**config.mk**
```make
export PLATFORM = sky130hd
export DESIGN_NAME = stream_find_replace
export DESIGN_NICKNAME = d
export VERILOG_FILES = /design/src/rtl/sfr_pkg.sv /design/src/rtl/stream_find_replace.sv
export SDC_FILE = /design/constraint.sdc
export NUM_CORES = 1
export LEC_CHECK = 0
export BUFFER_PORTS_ARGS = -buffer_cell sky130_fd_sc_hd__buf_2
export CELL_PAD_IN_SITES_DETAIL_PLACEMENT = 0
export CELL_PAD_IN_SITES_GLOBAL_PLACEMENT = 2
export CORE_MARGIN = 2
export CORE_UTILIZATION = 26
export CTS_CLUSTER_SIZE = 24
export DETAILED_ROUTE_END_ITERATION = 7
export PLACE_DENSITY = 0.6
export REMOVE_ABC_BUFFERS = 1
export SYNTH_ARGS = -nofsm -noshare
export SYNTH_HDL_FRONTEND = slang
export SYNTH_SLANG_ARGS = --single-unit
```
**constraint.sdc**
```tcl
create_clock -name clk -period 3.5 [get_ports clk]
set_clock_uncertainty 0.05 [all_clocks]
set_input_delay 0.525 -clock clk [delete_from_list [all_inputs] [get_ports clk]]
set_output_delay 0.525 -clock clk [all_outputs]
set_load 0.05 [all_outputs]
```
**src/rtl/sfr_pkg.sv**
```systemverilog
`default_nettype none

package sfr_pkg;

    // Configuration port geometry: seven 64-bit registers at byte address 8*i
    localparam int CFG_ADDR_W = 6;
    localparam int CFG_DATA_W = 64;

    // Register indexes (paddr[5:3])
    localparam logic [2:0] REG_MATCH_MODE     = 3'd0;
    localparam logic [2:0] REG_SEARCH_LENGTH  = 3'd1;
    localparam logic [2:0] REG_REPLACE_LENGTH = 3'd2;
    localparam logic [2:0] REG_SEARCH_LOW     = 3'd3;
    localparam logic [2:0] REG_SEARCH_HIGH    = 3'd4;
    localparam logic [2:0] REG_REPLACE_LOW    = 3'd5;
    localparam logic [2:0] REG_REPLACE_HIGH   = 3'd6;

    // Pattern geometry
    localparam int          PAT_BYTES = 16;
    localparam int          LEN_W     = 5;
    localparam logic [4:0]  PAT_MAX_LEN = 5'd16;

    // Input opcodes
    localparam logic OP_TEXT  = 1'b0;
    localparam logic OP_FLUSH = 1'b1;

    // Match modes
    localparam logic MODE_SUBSTRING = 1'b0;
    localparam logic MODE_WORD      = 1'b1;

    localparam logic [7:0] NEWLINE_BYTE = 8'h0A;

    typedef struct packed {
        logic       opcode;
        logic [7:0] text_byte;
    } in_word_t;

    typedef struct packed {
        logic [7:0] out_byte;
        logic       last_of_run;
    } out_word_t;

    // Whitespace: tab through carriage return, and space
    function automatic logic is_ws(input logic [7:0] b);
        return (b inside {8'd32, [8'd9:8'd13]});
    endfunction

endpackage

`default_nettype wire

```
**src/rtl/stream_find_replace.sv**
```systemverilog
`default_nettype none

// Streaming find-and-replace over a byte stream. One word in carries a text
// byte or a flush; the block answers with zero or more bytes (at most seventeen
// unless the pattern is changed while bytes are held), the final one marked by
// last_of_run. The block takes one word at a time: it accepts, then steps a small
// sequencer until every byte that word causes has been handed to the output
// register, and only then raises item_ready again. Output back-pressure stalls
// the sequencer while a byte cannot be staged. The rescans of the held prefix
// all go through one shared prefix comparator that checks the held bytes
// against the search pattern combinationally.
// Configure through the APB port only while the block is idle.
module stream_find_replace
    import sfr_pkg::*;
#(
    parameter int PATTERN_MAX = 16
)
(
    input  wire logic                  clk,
    input  wire logic                  rst_n,
    // item channel
    input  wire logic                  item_valid,
    output logic                       item_ready,
    input  wire in_word_t              item,
    // result channel
    output logic                       result_valid,
    input  wire logic                  result_ready,
    output out_word_t                  result,
    // configuration port
    input  wire logic                  psel,
    input  wire logic                  penable,
    input  wire logic                  pwrite,
    input  wire logic [CFG_ADDR_W-1:0] paddr,
    input  wire logic [CFG_DATA_W-1:0] pwdata,
    output logic      [CFG_DATA_W-1:0] prdata,
    output logic                       pready
);

    localparam int HOLD_LIMIT = (PATTERN_MAX < PAT_BYTES) ? PATTERN_MAX : PAT_BYTES;
    localparam int CNT_W      = $clog2(HOLD_LIMIT + 1);
    localparam int IDX_W      = $clog2(HOLD_LIMIT);
    localparam logic [LEN_W-1:0] HOLD_LIMIT_LEN = LEN_W'(HOLD_LIMIT);

    // Sequencer states
    localparam logic [3:0] ST_IDLE  = 4'd0;
    localparam logic [3:0] ST_TRIM  = 4'd1;
    localparam logic [3:0] ST_SCAN  = 4'd2;
    localparam logic [3:0] ST_REPL  = 4'd3;
    localparam logic [3:0] ST_DRAIN = 4'd4;
    localparam logic [3:0] ST_BYTE  = 4'd5;
    localparam logic [3:0] ST_WORD  = 4'd6;
    localparam logic [3:0] ST_FIN   = 4'd7;
    localparam logic [3:0] ST_DONE  = 4'd8;

    // ------------------------------------------------------------------
    // Configuration registers
    // ------------------------------------------------------------------
    logic                  match_mode_reg;
    logic [LEN_W-1:0]      search_length_reg;
    logic [LEN_W-1:0]      replace_length_reg;
    logic [CFG_DATA_W-1:0] search_low_reg;
    logic [CFG_DATA_W-1:0] search_high_reg;
    logic [CFG_DATA_W-1:0] replace_low_reg;
    logic [CFG_DATA_W-1:0] replace_high_reg;

    logic       cfg_write;
    logic [2:0] cfg_index;

    assign pready    = 1'b1;
    assign cfg_write = psel && penable && pwrite && pready;
    assign cfg_index = paddr[CFG_ADDR_W-1:3];

    always_ff @(posedge clk or negedge rst_n)
    begin
        if (!rst_n)
        begin
            match_mode_reg     <= MODE_SUBSTRING;
            search_length_reg  <= LEN_W'(1);
            replace_length_reg <= '0;
            search_low_reg     <= '0;
            search_high_reg    <= '0;
            replace_low_reg    <= '0;
            replace_high_reg   <= '0;
        end
        else if (cfg_write)
        begin
            case (cfg_index)
                REG_MATCH_MODE:     match_mode_reg     <= pwdata[0];
                REG_SEARCH_LENGTH:  search_length_reg  <= pwdata[LEN_W-1:0];
                REG_REPLACE_LENGTH: replace_length_reg <= pwdata[LEN_W-1:0];
                REG_SEARCH_LOW:     search_low_reg     <= pwdata;
                REG_SEARCH_HIGH:    search_high_reg    <= pwdata;
                REG_REPLACE_LOW:    replace_low_reg    <= pwdata;
                REG_REPLACE_HIGH:   replace_high_reg   <= pwdata;
                default:            ;
            endcase
        end
    end

    // Register readback
    always_comb
    begin
        case (cfg_index)
            REG_MATCH_MODE:     prdata = CFG_DATA_W'(match_mode_reg);
            REG_SEARCH_LENGTH:  prdata = CFG_DATA_W'(search_length_reg);
            REG_REPLACE_LENGTH: prdata = CFG_DATA_W'(replace_length_reg);
            REG_SEARCH_LOW:     prdata = search_low_reg;
            REG_SEARCH_HIGH:    prdata = search_high_reg;
            REG_REPLACE_LOW:    prdata = replace_low_reg;
            REG_REPLACE_HIGH:   prdata = replace_high_reg;
            default:            prdata = '0;
        endcase
    end

    // ------------------------------------------------------------------
    // Pattern views and effective lengths
    // ------------------------------------------------------------------
    logic [PAT_BYTES-1:0][7:0] search_pat;
    logic [PAT_BYTES-1:0][7:0] replace_pat;
    logic [LEN_W-1:0]          search_len;
    logic [LEN_W-1:0]          replace_len;

    assign search_pat  = {search_high_reg, search_low_reg};
    assign replace_pat = {replace_high_reg, replace_low_reg};
    assign search_len  = (search_length_reg > HOLD_LIMIT_LEN) ? HOLD_LIMIT_LEN
                                                              : search_length_reg;
    assign replace_len = (replace_length_reg > PAT_MAX_LEN) ? PAT_MAX_LEN
                                                            : replace_length_reg;

    // ------------------------------------------------------------------
    // Sequencer, held bytes and output staging registers
    // ------------------------------------------------------------------
    logic [3:0]       state_reg,      state_next;
    logic [7:0]       byte_reg,       byte_next;
    logic             emit_b_reg,     emit_b_next;
    logic             too_long_reg,   too_long_next;
    logic [CNT_W-1:0] count_reg,      count_next;
    logic [LEN_W-1:0] ridx_reg,       ridx_next;
    logic [7:0]       held_reg  [HOLD_LIMIT];
    logic [7:0]       held_next [HOLD_LIMIT];
    logic             pend_valid_reg, pend_valid_next;
    logic [7:0]       pend_byte_reg,  pend_byte_next;
    logic             out_valid_reg,  out_valid_next;
    out_word_t        out_reg,        out_next;

    logic [LEN_W-1:0] count_len;
    logic             prefix_ok;
    logic             out_free;
    logic             can_push;
    logic             emit_req;
    logic [7:0]       emit_byte;
    logic             release_req;

    assign count_len = LEN_W'(count_reg);
    assign out_free  = !out_valid_reg || result_ready;
    assign can_push  = !pend_valid_reg || out_free;

    // Shared prefix comparator: held bytes below count against the pattern
    always_comb
    begin
        prefix_ok = (count_len <= search_len);
        for (int i = 0; i < HOLD_LIMIT; i++)
        begin
            if ((LEN_W'(i) < count_len) && (held_reg[i] != search_pat[i]))
            begin
                prefix_ok = 1'b0;
            end
        end
    end

    // Next-state logic
    always_comb
    begin
        state_next    = state_reg;
        byte_next     = byte_reg;
        emit_b_next   = emit_b_reg;
        too_long_next = too_long_reg;
        count_next    = count_reg;
        ridx_next     = ridx_reg;
        held_next     = held_reg;
        emit_req      = 1'b0;
        emit_byte     = byte_reg;
        release_req   = 1'b0;

        case (state_reg)
            ST_IDLE:
            begin
                if (item_valid)
                begin
                    byte_next = item.text_byte;
                    if (item.opcode == OP_FLUSH)
                    begin
                        emit_b_next = 1'b0;
                        if (match_mode_reg == MODE_WORD)
                        begin
                            state_next = ST_FIN;
                        end
                        else
                        begin
                            too_long_next = 1'b0;
                            state_next    = ST_DRAIN;
                        end
                    end
                    else if (match_mode_reg == MODE_SUBSTRING)
                    begin
                        too_long_next = 1'b0;
                        if (search_len == '0)
                        begin
                            emit_b_next = 1'b1;
                            state_next  = ST_DRAIN;
                        end
                        else
                        begin
                            emit_b_next = 1'b0;
                            state_next  = ST_TRIM;
                        end
                    end
                    else if (is_ws(item.text_byte))
                    begin
                        emit_b_next = 1'b1;
                        state_next  = ST_FIN;
                    end
                    else
                    begin
                        state_next = ST_WORD;
                    end
                end
            end

            // Make room, then append the new byte
            ST_TRIM:
            begin
                if (count_len >= search_len)
                begin
                    release_req = 1'b1;
                end
                else
                begin
                    held_next[count_reg[IDX_W-1:0]] = byte_reg;
                    count_next = count_reg + CNT_W'(1);
                    state_next = ST_SCAN;
                end
            end

            // Drop front bytes until the held run is a pattern prefix
            ST_SCAN:
            begin
                if ((count_reg != '0) && !prefix_ok)
                begin
                    release_req = 1'b1;
                end
                else if (count_len == search_len)
                begin
                    count_next = '0;
                    ridx_next  = '0;
                    state_next = ST_REPL;
                end
                else if (byte_reg == NEWLINE_BYTE)
                begin
                    state_next = ST_DRAIN;
                end
                else
                begin
                    state_next = ST_DONE;
                end
            end

            ST_REPL:
            begin
                if (ridx_reg < replace_len)
                begin
                    emit_req  = 1'b1;
                    emit_byte = replace_pat[ridx_reg[3:0]];
                    if (can_push)
                    begin
                        ridx_next = ridx_reg + LEN_W'(1);
                    end
                end
                else
                begin
                    state_next = emit_b_reg ? ST_BYTE : ST_DONE;
                end
            end

            ST_DRAIN:
            begin
                if (count_reg != '0)
                begin
                    release_req = 1'b1;
                end
                else
                begin
                    state_next = emit_b_reg ? ST_BYTE : ST_DONE;
                end
            end

            ST_BYTE:
            begin
                emit_req  = 1'b1;
                emit_byte = byte_reg;
                if (can_push)
                begin
                    state_next = ST_DONE;
                end
            end

            // Word byte: extend the candidate or give up on this word
            ST_WORD:
            begin
                if (!too_long_reg && (count_len < search_len) && prefix_ok
                    && (search_pat[count_len[3:0]] == byte_reg))
                begin
                    held_next[count_reg[IDX_W-1:0]] = byte_reg;
                    count_next = count_reg + CNT_W'(1);
                    state_next = ST_DONE;
                end
                else
                begin
                    too_long_next = 1'b1;
                    emit_b_next   = 1'b1;
                    state_next    = ST_DRAIN;
                end
            end

            // End of word: replace on a full match, else release
            ST_FIN:
            begin
                too_long_next = 1'b0;
                if (!too_long_reg && (search_len != '0) && (count_len == search_len)
                    && prefix_ok)
                begin
                    count_next = '0;
                    ridx_next  = '0;
                    state_next = ST_REPL;
                end
                else
                begin
                    state_next = ST_DRAIN;
                end
            end

            ST_DONE:
            begin
                if (!pend_valid_reg || out_free)
                begin
                    state_next = ST_IDLE;
                end
            end

            default:
            begin
                state_next = ST_IDLE;
            end
        endcase

        // Release the front held byte: emit it and shift the rest down
        if (release_req)
        begin
            emit_req  = 1'b1;
            emit_byte = held_reg[0];
            if (can_push)
            begin
                for (int i = 0; i < HOLD_LIMIT - 1; i++)
                begin
                    held_next[i] = held_reg[i + 1];
                end
                count_next = count_reg - CNT_W'(1);
            end
        end
    end

    // Output staging: one byte lags in pend so the final one can be marked
    always_comb
    begin
        pend_valid_next = pend_valid_reg;
        pend_byte_next  = pend_byte_reg;
        out_next        = out_reg;
        out_valid_next  = out_valid_reg && !result_ready;

        if (emit_req && can_push)
        begin
            if (pend_valid_reg)
            begin
                out_next.out_byte    = pend_byte_reg;
                out_next.last_of_run = 1'b0;
                out_valid_next       = 1'b1;
            end
            pend_valid_next = 1'b1;
            pend_byte_next  = emit_byte;
        end
        else if ((state_reg == ST_DONE) && pend_valid_reg && out_free)
        begin
            out_next.out_byte    = pend_byte_reg;
            out_next.last_of_run = 1'b1;
            out_valid_next       = 1'b1;
            pend_valid_next      = 1'b0;
        end
    end

    // Control registers
    always_ff @(posedge clk or negedge rst_n)
    begin
        if (!rst_n)
        begin
            state_reg      <= ST_IDLE;
            emit_b_reg     <= 1'b0;
            too_long_reg   <= 1'b0;
            count_reg      <= '0;
            ridx_reg       <= '0;
            pend_valid_reg <= 1'b0;
            out_valid_reg  <= 1'b0;
        end
        else
        begin
            state_reg      <= state_next;
            emit_b_reg     <= emit_b_next;
            too_long_reg   <= too_long_next;
            count_reg      <= count_next;
            ridx_reg       <= ridx_next;
            pend_valid_reg <= pend_valid_next;
            out_valid_reg  <= out_valid_next;
        end
    end

    // Payload registers
    always_ff @(posedge clk)
    begin
        byte_reg      <= byte_next;
        held_reg      <= held_next;
        pend_byte_reg <= pend_byte_next;
        out_reg       <= out_next;
    end

    assign item_ready   = (state_reg == ST_IDLE);
    assign result_valid = out_valid_reg;
    assign result       = out_reg;

    // ------------------------------------------------------------------
    // Assertions
    // ------------------------------------------------------------------
    // No byte is left staged between words
    a_pend_empty_idle: assert property (@(posedge clk) disable iff (!rst_n)
        item_ready |-> !pend_valid_reg)
        else $error("staged byte left over when idle");

    // Held run never outgrows the store
    a_count_bound: assert property (@(posedge clk) disable iff (!rst_n)
        count_len <= HOLD_LIMIT_LEN)
        else $error("held count exceeds store depth");

    // One word at a time
    a_one_at_a_time: assert property (@(posedge clk) disable iff (!rst_n)
        (item_valid && item_ready) |=> !item_ready)
        else $error("accepted a word while still busy");

    // Replacement index stays within the pattern
    a_ridx_bound: assert property (@(posedge clk) disable iff (!rst_n)
        (state_reg == ST_REPL) |-> (ridx_reg <= replace_len))
        else $error("replacement index out of range");

endmodule

`default_nettype wire

```
---- Yosys cells after proc, flatten, opt, wreduce, memory -nomap -nowiden ----
Cells that the tools add are included.
storage, ports and cells
  bits in registers ....................... 438
  bits of input ports ..................... 86
  word-level logic and storage cells ...... 270
operators by class
  add/subtract/negate cells ............... 3
  $lt $le $gt $ge ......................... 28
  eq/ne operators ......................... 50
  mux-type cells .......................... 91
  bitwise gates (word level) .............. 1
  reductions and logical operators ........ 63
operators with widths
  operator               number
  $pmux W64 S7           1
  $mux W128              2
  $pmux W128 S2          1
  $mux W120              2
  $bwmux W128            1
  $ne A8 B8 Y1           16
  $mux W5                14
  $bmux W8 S4            2
  $mux W4                13
  $mux W8                6
  $lt A4 B5 Y1 const A   8
  $pmux W4 S9            1
  $mux W1                35
  $demux W8 S4           1
  $logic_and A1 B1 Y1    31
  $ne A2 B2 Y1 const B   15
  $mux W9                3
  $lt A3 B5 Y1 const A   4
  $pmux W5 S4            1
  $reduce_and A2 Y1      9
  $eq A4 B3 Y1 const B   4
  $pmux W5 S3            1
  $add A5 B1 Y5 const B  2
  $gt A5 B5 Y1 const B   2
  other kinds (39)       61

---- Longest topological paths before layout ----
Gate-level depths: netlist of run 1.
  depth in word-level cells ............... 27
  mapped depth ............................ 17

---- Worst setup path before layout of run 1 ----
Ideal clock, no wire load.
  kind .................................... register to register
  start ................................... register count_reg[0] (netlist: count_len[0])
  end ..................................... register out_reg, in the netlist result[0], enable pin
  data arrival time ....................... 3237 ps
  data required time ...................... 3166 ps
  path slack .............................. -72 ps
  cell stages (with the launch flop) ...... 15
  cells stage by stage .................... dfrtp_1 buf_6 buf_4 buf_2 inv_1 ha_1 inv_1 a221o_1 a21o_1 a2111oi_2 nand3_1 nor2_1 o21a_1 a21oi_1 o21a_1
between the ends
  longest elaborated chain between the ends .. 26
RTL lines
  element                                                                     line                        text
  start, declared                                                             stream_find_replace.sv:137  logic [CNT_W-1:0] count_reg, count_next;
  start signal, assigned                                                      stream_find_replace.sv:418  count_reg <= count_next;
  $lt A1 B5 Y1                                                                stream_find_replace.sv:164  if ((LEN_W'(i) < count_len) && (held_reg[i] != search_pat[i]))
  $logic_and A1 B1 Y1                                                         stream_find_replace.sv:164
  $mux W1 (16 in series)                                                      stream_find_replace.sv:164
  $logic_not A1 Y1                                                            stream_find_replace.sv:248  if ((count_reg != '0) && !prefix_ok)
  $logic_and A1 B1 Y1                                                         stream_find_replace.sv:248
  $mux W1                                                                     stream_find_replace.sv:248
  $pmux W1 S3 (*)                                                             stream_find_replace.sv:185  case (state_reg)
  $mux W1 (*)                                                                 stream_find_replace.sv:357  if (release_req)
  $logic_and A1 B1 Y1 (*)                                                     stream_find_replace.sv:380  if (emit_req && can_push)
  $ne A2 B2 Y1 (no source line) / $reduce_bool A2 Y1 (equally long branches)  --
  $reduce_and A2 Y1 (no source line) (*)                                      --
  end signal, assigned                                                        stream_find_replace.sv:431  out_reg <= out_next;
  end, declared                                                               stream_find_replace.sv:144  out_word_t out_reg, out_next;
Mark *: on every way between the ends. The rest lies on a longest branch, timed or not.
A chain may end at the register's enable or synchronous reset.

==> results by group, run 1 <==
Synth
  – Cell types occupying the most area after synthesis: dfrtp_1, mux2_2, dfxtp_1, mux4_2, a221o_1
  – Commonest cells post-synth: dfrtp_1, nand2_1, mux2_2, a21oi_1, a22oi_1
  – Summed instance area of the synthesized netlist: 23500 um^2
  – Yosys synthesis warning count: 0
  – Commonest register cell after synthesis: dfrtp_1
  – Most common cell in the synthesized netlist: dfrtp_1
  – Count of distinct cell types in the synthesized netlist: 70
  – Number of synthesized flops with an enable pin: 33
  – Number of storage elements in the synthesis netlist: 438
  – Sequential element share of the synthesized area: 44.8%
  – Avg Synthesized Cell Area: 11.0 um^2
  – Post-synth top area share: 30.2%
  – Synthesized netlist cell count: 2129
  – Async set or reset register ratio after synthesis: 65.1%
  – Largest area contributor in the synthesized netlist: dfrtp_1

Clock tree
  – TritonCTS clock tree: built
  – H-tree depth reported by CTS: 2
  – Clock slew at the register clock pins of the worst setup and hold paths: 60 ps
  – Num CTS Buffers: 55
  – Insertion delay to the later sink of the worst-skew pair: 630 ps
  – Cell chosen for the clock root: clkbuf_16
  – Number of clock sinks: 438
  – Maximum buffer depth of the clock tree: 3

Finish
  – Final nets: 2527
  – Post-layout instance count excluding filler cells: 3649
  – Area added between synthesis and finish: 27.2%
  – Final design utilization: 33.3%
  – Share of layout cells above drive strength 1: 36.9%
  – Cell area after layout: 29900 um^2
  – Max reg flops: 128

Setup path
  – Critical path data arrival time: 3990 ps
  – Crit path max fanout: 13
  – Crit path capture type: flop
  – WS Path Type: reg -> reg
  – Worst Setup Start Kind: flop
  – Crit path required time: 3960 ps

Worst hold path
  – Hold Path Class: in -> reg

Placed design
  – Placed standard-cell area: 27200 um^2
  – Post-detail-place hpwl: 74.7 mm
  – Final Wtd Congestion: 0.936
  – Port Buf Inserts: 157
  – Total placed cells including tap cells: 3525

Floorplanning
  – Die boundary width: 305 um
  – Initial core utilization: 26.2%
  – Die height: 305 um
  – Die Area: 92800 um^2
  – Number of rows created at floorplan: 110
  – Boundary pin count: 162
  – Core box area: 89700 um^2

Timing
  – Achievable Freq: 0.284 GHz
  – Final Worst Setup Slack: -26.7 ps
  – Setup repair after global routing missed its margin: true
  – Final critical path time including I/O delays and setup: 3530 ps
  – Share of the cycle needed by the critical path after routing: 101%
  – Worst-Margin Slew: 754 ps
  – Max_slew headroom: 49.6%
  – Final hold violation count: 0
  – Final number of setup-violating endpoints: 7
  – Worst hold slack: 54.8 ps
  – Fin. max-slew vios: 0

Detailed routing
  – Detailed-route via count: 19551
  – DRC violation count after routing: 0
  – Wire length per cell: 28.2 um
  – Vias per cell: 5.36
  – Initial DRT Pass Iterations: 6
  – Residual antenna-violating net count after detailed routing: 0
  – DRC marker count from the first detailed-route iteration: 1634
  – Total wire length: 103 mm

Run status
  – Result of the run: complete, but fails checks
  – Failing checks: setup timing

Global route
  – Total congestion overflow: 0
  – Global routing usage summed across all routing layers: 21.3%
  – Number of global-route vias before repair: 19670
  – Global-route wire length before repair: 146 mm
  – Maximum number of pins on one net before global-route repair: 94
  – Number of antenna violations at the first check in global routing: 8

Run
  – Max-capacitance violation count: 0

Power and ir drop
  – Power per cell area: 854 nW/um^2
  – Static Leakage: 13.0 nW
  – Peak supply drop: 0.406 mV
-- final timing paths --
path,start,end,slack [ps],cells past startpoint
min in group asynchronous,rst_n,search_low_reg[22],390,2
max in group asynchronous,rst_n,count_len[1],2030,3
hold reg to reg,pend_byte_reg[4],result[5],370,0
setup / recovery,count_len[0],held_reg[24],-30,12
hold / removal,item[7],byte_reg[7],50,1
setup reg to reg,count_len[0],held_reg[24],-30,12
-- metal layers --
layer,vias to the layer above,global-route usage [%],share of wire (%)
li1,8607,-,-
met1,10077,29.3,44
met2,721,35.0,47
met3,142,2.66,5.5
met4,4,6.59,3.2
met5,-,0,0.020
-- layout by cell type, fill, tap and decap left out, types with 62 or more instances in the layout --
cell       instances
mux4_2            62
dfxtp_1          120
buf_2            156
dfrtp_1          280
mux2_2           276
buf_4            185
xor2_1           123
a21oi_1          125
a221o_1          116
nand2_1          276
a22oi_1          125
clkbuf_16         64
-- area by class of cell --
cell class	count	area (um^2)
clock buffers	71	1530
multi-input cells	1514	12500
well taps	1176	1470
flip-flops and latches	438	10500
clock inverters	32	439
repair buffers	401	3310
diodes	1	2.50
inverters	16	60.1
fillers	9137	59900
-- what timing repair did --
| item | CTS | global route |
|---|---|---|
| endpoints found under the hold margin | 52 | 0 |
| cloned | 0 | 10 |
| hold buffers | 1 | 0 |
| resized for setup | 23 | 58 |
| pin swaps | 5 | 11 |
| buffers inserted | 3 | 6 |
| setup endpoints to repair | 160 | 150 |
-- through the flow --
stage	setup TNS (ps)	setup WS [ps]	total power (W)
floorplan	-953060	-4790	0.0130
finish	-75.0	-26.7	0.0255
detailed placement	-36270	-334	0.0187
CTS	-15.9	-15.9	0.0252
global placement	-34650	-385	0.0186
global route	-7960	-95.9	0.0266
-- worst max-delay path, cell delays in order (launching register included) --
cell and delay [ps]:
dfrtp_2 430, buf_12 160, mux2_2 380, a221o_1 370, a221oi_2 340, a31oi_4 130, xnor2_1 180, and4_4 190
a21o_4 260, buf_12 170, and2_4 190, clkbuf_16 190, a221o_1 340
-- cell families after synthesis --
family,share of synthesized area [%]
AO/OA/AOI/OAI,15.8
XOR/XNOR,5.11
adder cells (fa/ha/maj),0.799
buffers and inverters,3.46
flip-flops,44.8
multiplexers,20.5
other,0.0160
AND/OR/NAND/NOR,9.56
-- report_power, final --
part | internal [W] | switching (W) | total [W] | leakage, nW
Clock | 0.00377 | 0.00246 | 0.00623 | 0.947
Sequential | 0.00647 | 0.00140 | 0.00788 | 4.92
Combinational | 0.00469 | 0.00673 | 0.0114 | 7.08
Total | 0.0149 | 0.0106 | 0.0255 | 13.0
Note: power is estimated with default switching activity, not from simulation.
==> run 2, diff against run 1 <==
Settings changed: SKIP_CTS_REPAIR_TIMING from default to 1.
==> run 2 against run 1 <==
Against the previous run:
- the flow still finishes with violations (setup timing)
- sequential share of layout area decreased by 0.50 points
- register-to-register slack worse by 30 ps
- non-clock buffer count rose by 19
- routed wire length rose by 0.93%
- first-iteration DRC count shrank 0.92%
- die area is the same
- via count is 0.53% higher
- worst hold slack is essentially flat
- sequential power about the same
- utilization up 0.48 points
==> results by group, run 2 (synthesis gave the netlist of run 1 again) <==
Run status
  – Result of the run: complete, but fails checks (unchanged)
  – Failing checks: setup timing (unchanged)

Clock tree
  – Number of clock sinks: 438 (unchanged)
  – Num CTS Buffers: 55 (unchanged)
  – TritonCTS clock tree: built (unchanged)
  – H-tree depth reported by CTS: 2 (unchanged)
  – Insertion delay to the later sink of the worst-skew pair: 630 ps (about the same)
  – Maximum buffer depth of the clock tree: 3 (unchanged)
  – Clock slew at the register clock pins of the worst setup and hold paths: 70 ps (was 60 ps)
  – Cell chosen for the clock root: clkbuf_16 (unchanged)

Detailed routing
  – Total wire length: 104 mm (was 103 mm)
  – DRC violation count after routing: 0 (unchanged)
  – Initial DRT Pass Iterations: 5 (was 6)
  – Residual antenna-violating net count after detailed routing: 0 (unchanged)
  – Wire length per cell: 28.3 um (was 28.2 um)
  – Detailed-route via count: 19654 (was 19551)
  – Vias per cell: 5.36 (about the same)
  – DRC marker count from the first detailed-route iteration: 1619 (was 1634)

Timing
  – Final Worst Setup Slack: -55.5 ps (was -26.7 ps)
  – Final number of setup-violating endpoints: 61 (was 7)
  – Final critical path time including I/O delays and setup: 3560 ps (was 3530 ps)
  – Worst-Margin Slew: 815 ps (was 754 ps)
  – Setup repair after global routing missed its margin: true (unchanged)
  – Final hold violation count: 0 (unchanged)
  – Fin. max-slew vios: 0 (unchanged)
  – Share of the cycle needed by the critical path after routing: 102% (was 101%)
  – Achievable Freq: 0.281 GHz (was 0.284 GHz)
  – Max_slew headroom: 45.5% (was 49.6%)

Setup path
  – Most frequent CP cell: a21oi_1
  – Crit path capture type: flop (unchanged)
  – Worst Setup Start Kind: flop (unchanged)
  – Number of buffers and inverters on the critical path: 4 (was 3)
  – Critical path, cell by cell: xor2_1 -> nor4_1 -> buf_4 -> a21oi_1 -> a2111oi_4 -> nand3_2 -> nor4_4 -> a21o_4 -> buf_6 -> buf_12 -> clkbuf_16 -> a21oi_1 -> a221o_1 (was buf_12 -> mux2_2 -> a221o_1 -> a221oi_2 -> a31oi_4 -> xnor2_1 -> and4_4 -> a21o_4 -> buf_12 -> and2_4 -> clkbuf_16 -> a221o_1)
  – CP max-delay cell: nor4_1 (was dfrtp_2)
  – WS Path Type: reg -> reg (unchanged)
  – Largest stage delay on the critical path: 580 ps (was 430 ps)
  – Family of cells with the greatest summed delay on the critical path: simple AND/OR/NAND/NOR gates (was compound AO/OA/AOI/OAI gates)
  – Crit path max fanout: 10 (was 13)
  – R2R Setup Slk: -60 ps (was -30 ps)
  – Critical path data arrival time: 4030 ps (was 3990 ps)
  – Crit path required time: 3970 ps (was 3960 ps)

Global route
  – Global routing usage summed across all routing layers: 21.3% (about the same)
  – Maximum number of pins on one net before global-route repair: 94 (unchanged)
  – Global-route wire length before repair: 145 mm (was 146 mm)
  – Total congestion overflow: 0 (unchanged)
  – Number of global-route vias before repair: 19650 (was 19670)
  – Number of antenna violations at the first check in global routing: 5 (was 8)

Finish
  – Most used cells in the layout excluding fill and tap cells: dfrtp_1, nand2_1, mux2_2 (unchanged)
  – Final design utilization: 33.8% (was 33.3%)
  – Most frequent standard cell in the layout excluding fill and tap cells: dfrtp_1 (unchanged)
  – Max reg flops: 128 (unchanged)
  – Area added between synthesis and finish: 29.0% (was 27.2%)
  – Share of layout cells above drive strength 1: 38.1% (was 36.9%)
  – Final nets: 2546 (was 2527)
  – Fillers: 9135 (was 9137)
  – Cell area after layout: 30300 um^2 (was 29900 um^2)

Power and ir drop
  – Static Leakage: 13.1 nW (was 13.0 nW)
  – Power per cell area: 854 nW/um^2 (about the same)
  – Peak supply drop: 0.398 mV (was 0.406 mV)

Run
  – Max-capacitance violation count: 0 (unchanged)

Floorplanning
  – Die Area: 92800 um^2 (unchanged)
  – Die height: 305 um (unchanged)
  – Initial core utilization: 26.2% (unchanged)
  – Boundary pin count: 162 (unchanged)
  – Die boundary width: 305 um (unchanged)
  – Number of rows created at floorplan: 110 (unchanged)
  – Core box area: 89700 um^2 (unchanged)

Placed design
  – Post-detail-place hpwl: 74.7 mm (unchanged)
  – Port Buf Inserts: 157 (unchanged)
  – Final Wtd Congestion: 0.936 (unchanged)
  – Placed standard-cell area: 27200 um^2 (unchanged)

Worst hold path
  – Hold Path Class: in -> reg (unchanged)
[run 2: cell count changes in the layout (fill, tap and decap cells not counted), moves of 3 or more]
cell / previous run / this run
o21ai_0: 33 / 26
clkbuf_16: 64 / 70
a21oi_4: 2 / 6
a21oi_1: 125 / 114
buf_4: 185 / 190
buf_8: 4 / 7
buf_6: 8 / 13
nor4_2: 6 / 2
a21oi_2: 17 / 24
mux2i_4: 0 / 3
nor4_1: 26 / 30
o21ai_1: 2 / 6
[run 2: power by group]
part	total (W)	internal [W]	switching, W
combinational	0.0118	0.00488	0.00688
clock	0.00623	0.00377	0.00246
sequential	0.00788	0.00647	0.00141
[run 2: worst paths after layout]
path                                 endpoint                start  cells past startpoint
setup / recovery                held_reg[124]  search_high_reg[22]                     13
hold / removal                    byte_reg[7]              item[7]                      1
setup reg to reg                held_reg[124]  search_high_reg[22]                     13
hold reg to reg                     result[5]     pend_byte_reg[4]                      0
max in group asynchronous        count_len[1]                rst_n                      3
min in group asynchronous  search_low_reg[22]                rst_n                      2
[run 2: cell type report]
type,count,area (um^2),share of cell area [%]
clock buffer,71,1530,5.04
antenna,1,2.50,0.00826
clock inverter,32,439,1.45
inverter,16,60.1,0.198
timing repair buffer,420,3580,11.8
multi-input combinational,1514,12700,41.9
sequential,438,10500,34.7
tap,1176,1470,4.85
[run 2: routing by layer]
layer	part of all wire (%)	global-route usage [%]	up-vias
met3	5.5	2.90	146
met4	3.3	6.71	2
met5	0.0067	0	-
met2	47	34.9	651
li1	-	-	8643
met1	44	29.1	10212
[run 2: stage by stage]
stage / std cells / worst slack, ps / power, W / setup TNS [ps] / hold WS, ps
3_3_place_gp: 3525 / -385 / 0.0186 / -34650 / 357
3_5_place_dp: 3525 / -334 / 0.0187 / -36270 / 355
2_1_floorplan: 1968 / -4790 / 0.0130 / -953060 / 179
5_1_grt: 3667 / -122 / 0.0269 / -10390 / 30.7
4_1_cts: 3628 / -351 / 0.0250 / -38010 / -215
6_report: 3668 / -55.5 / 0.0259 / -1020 / 54.5
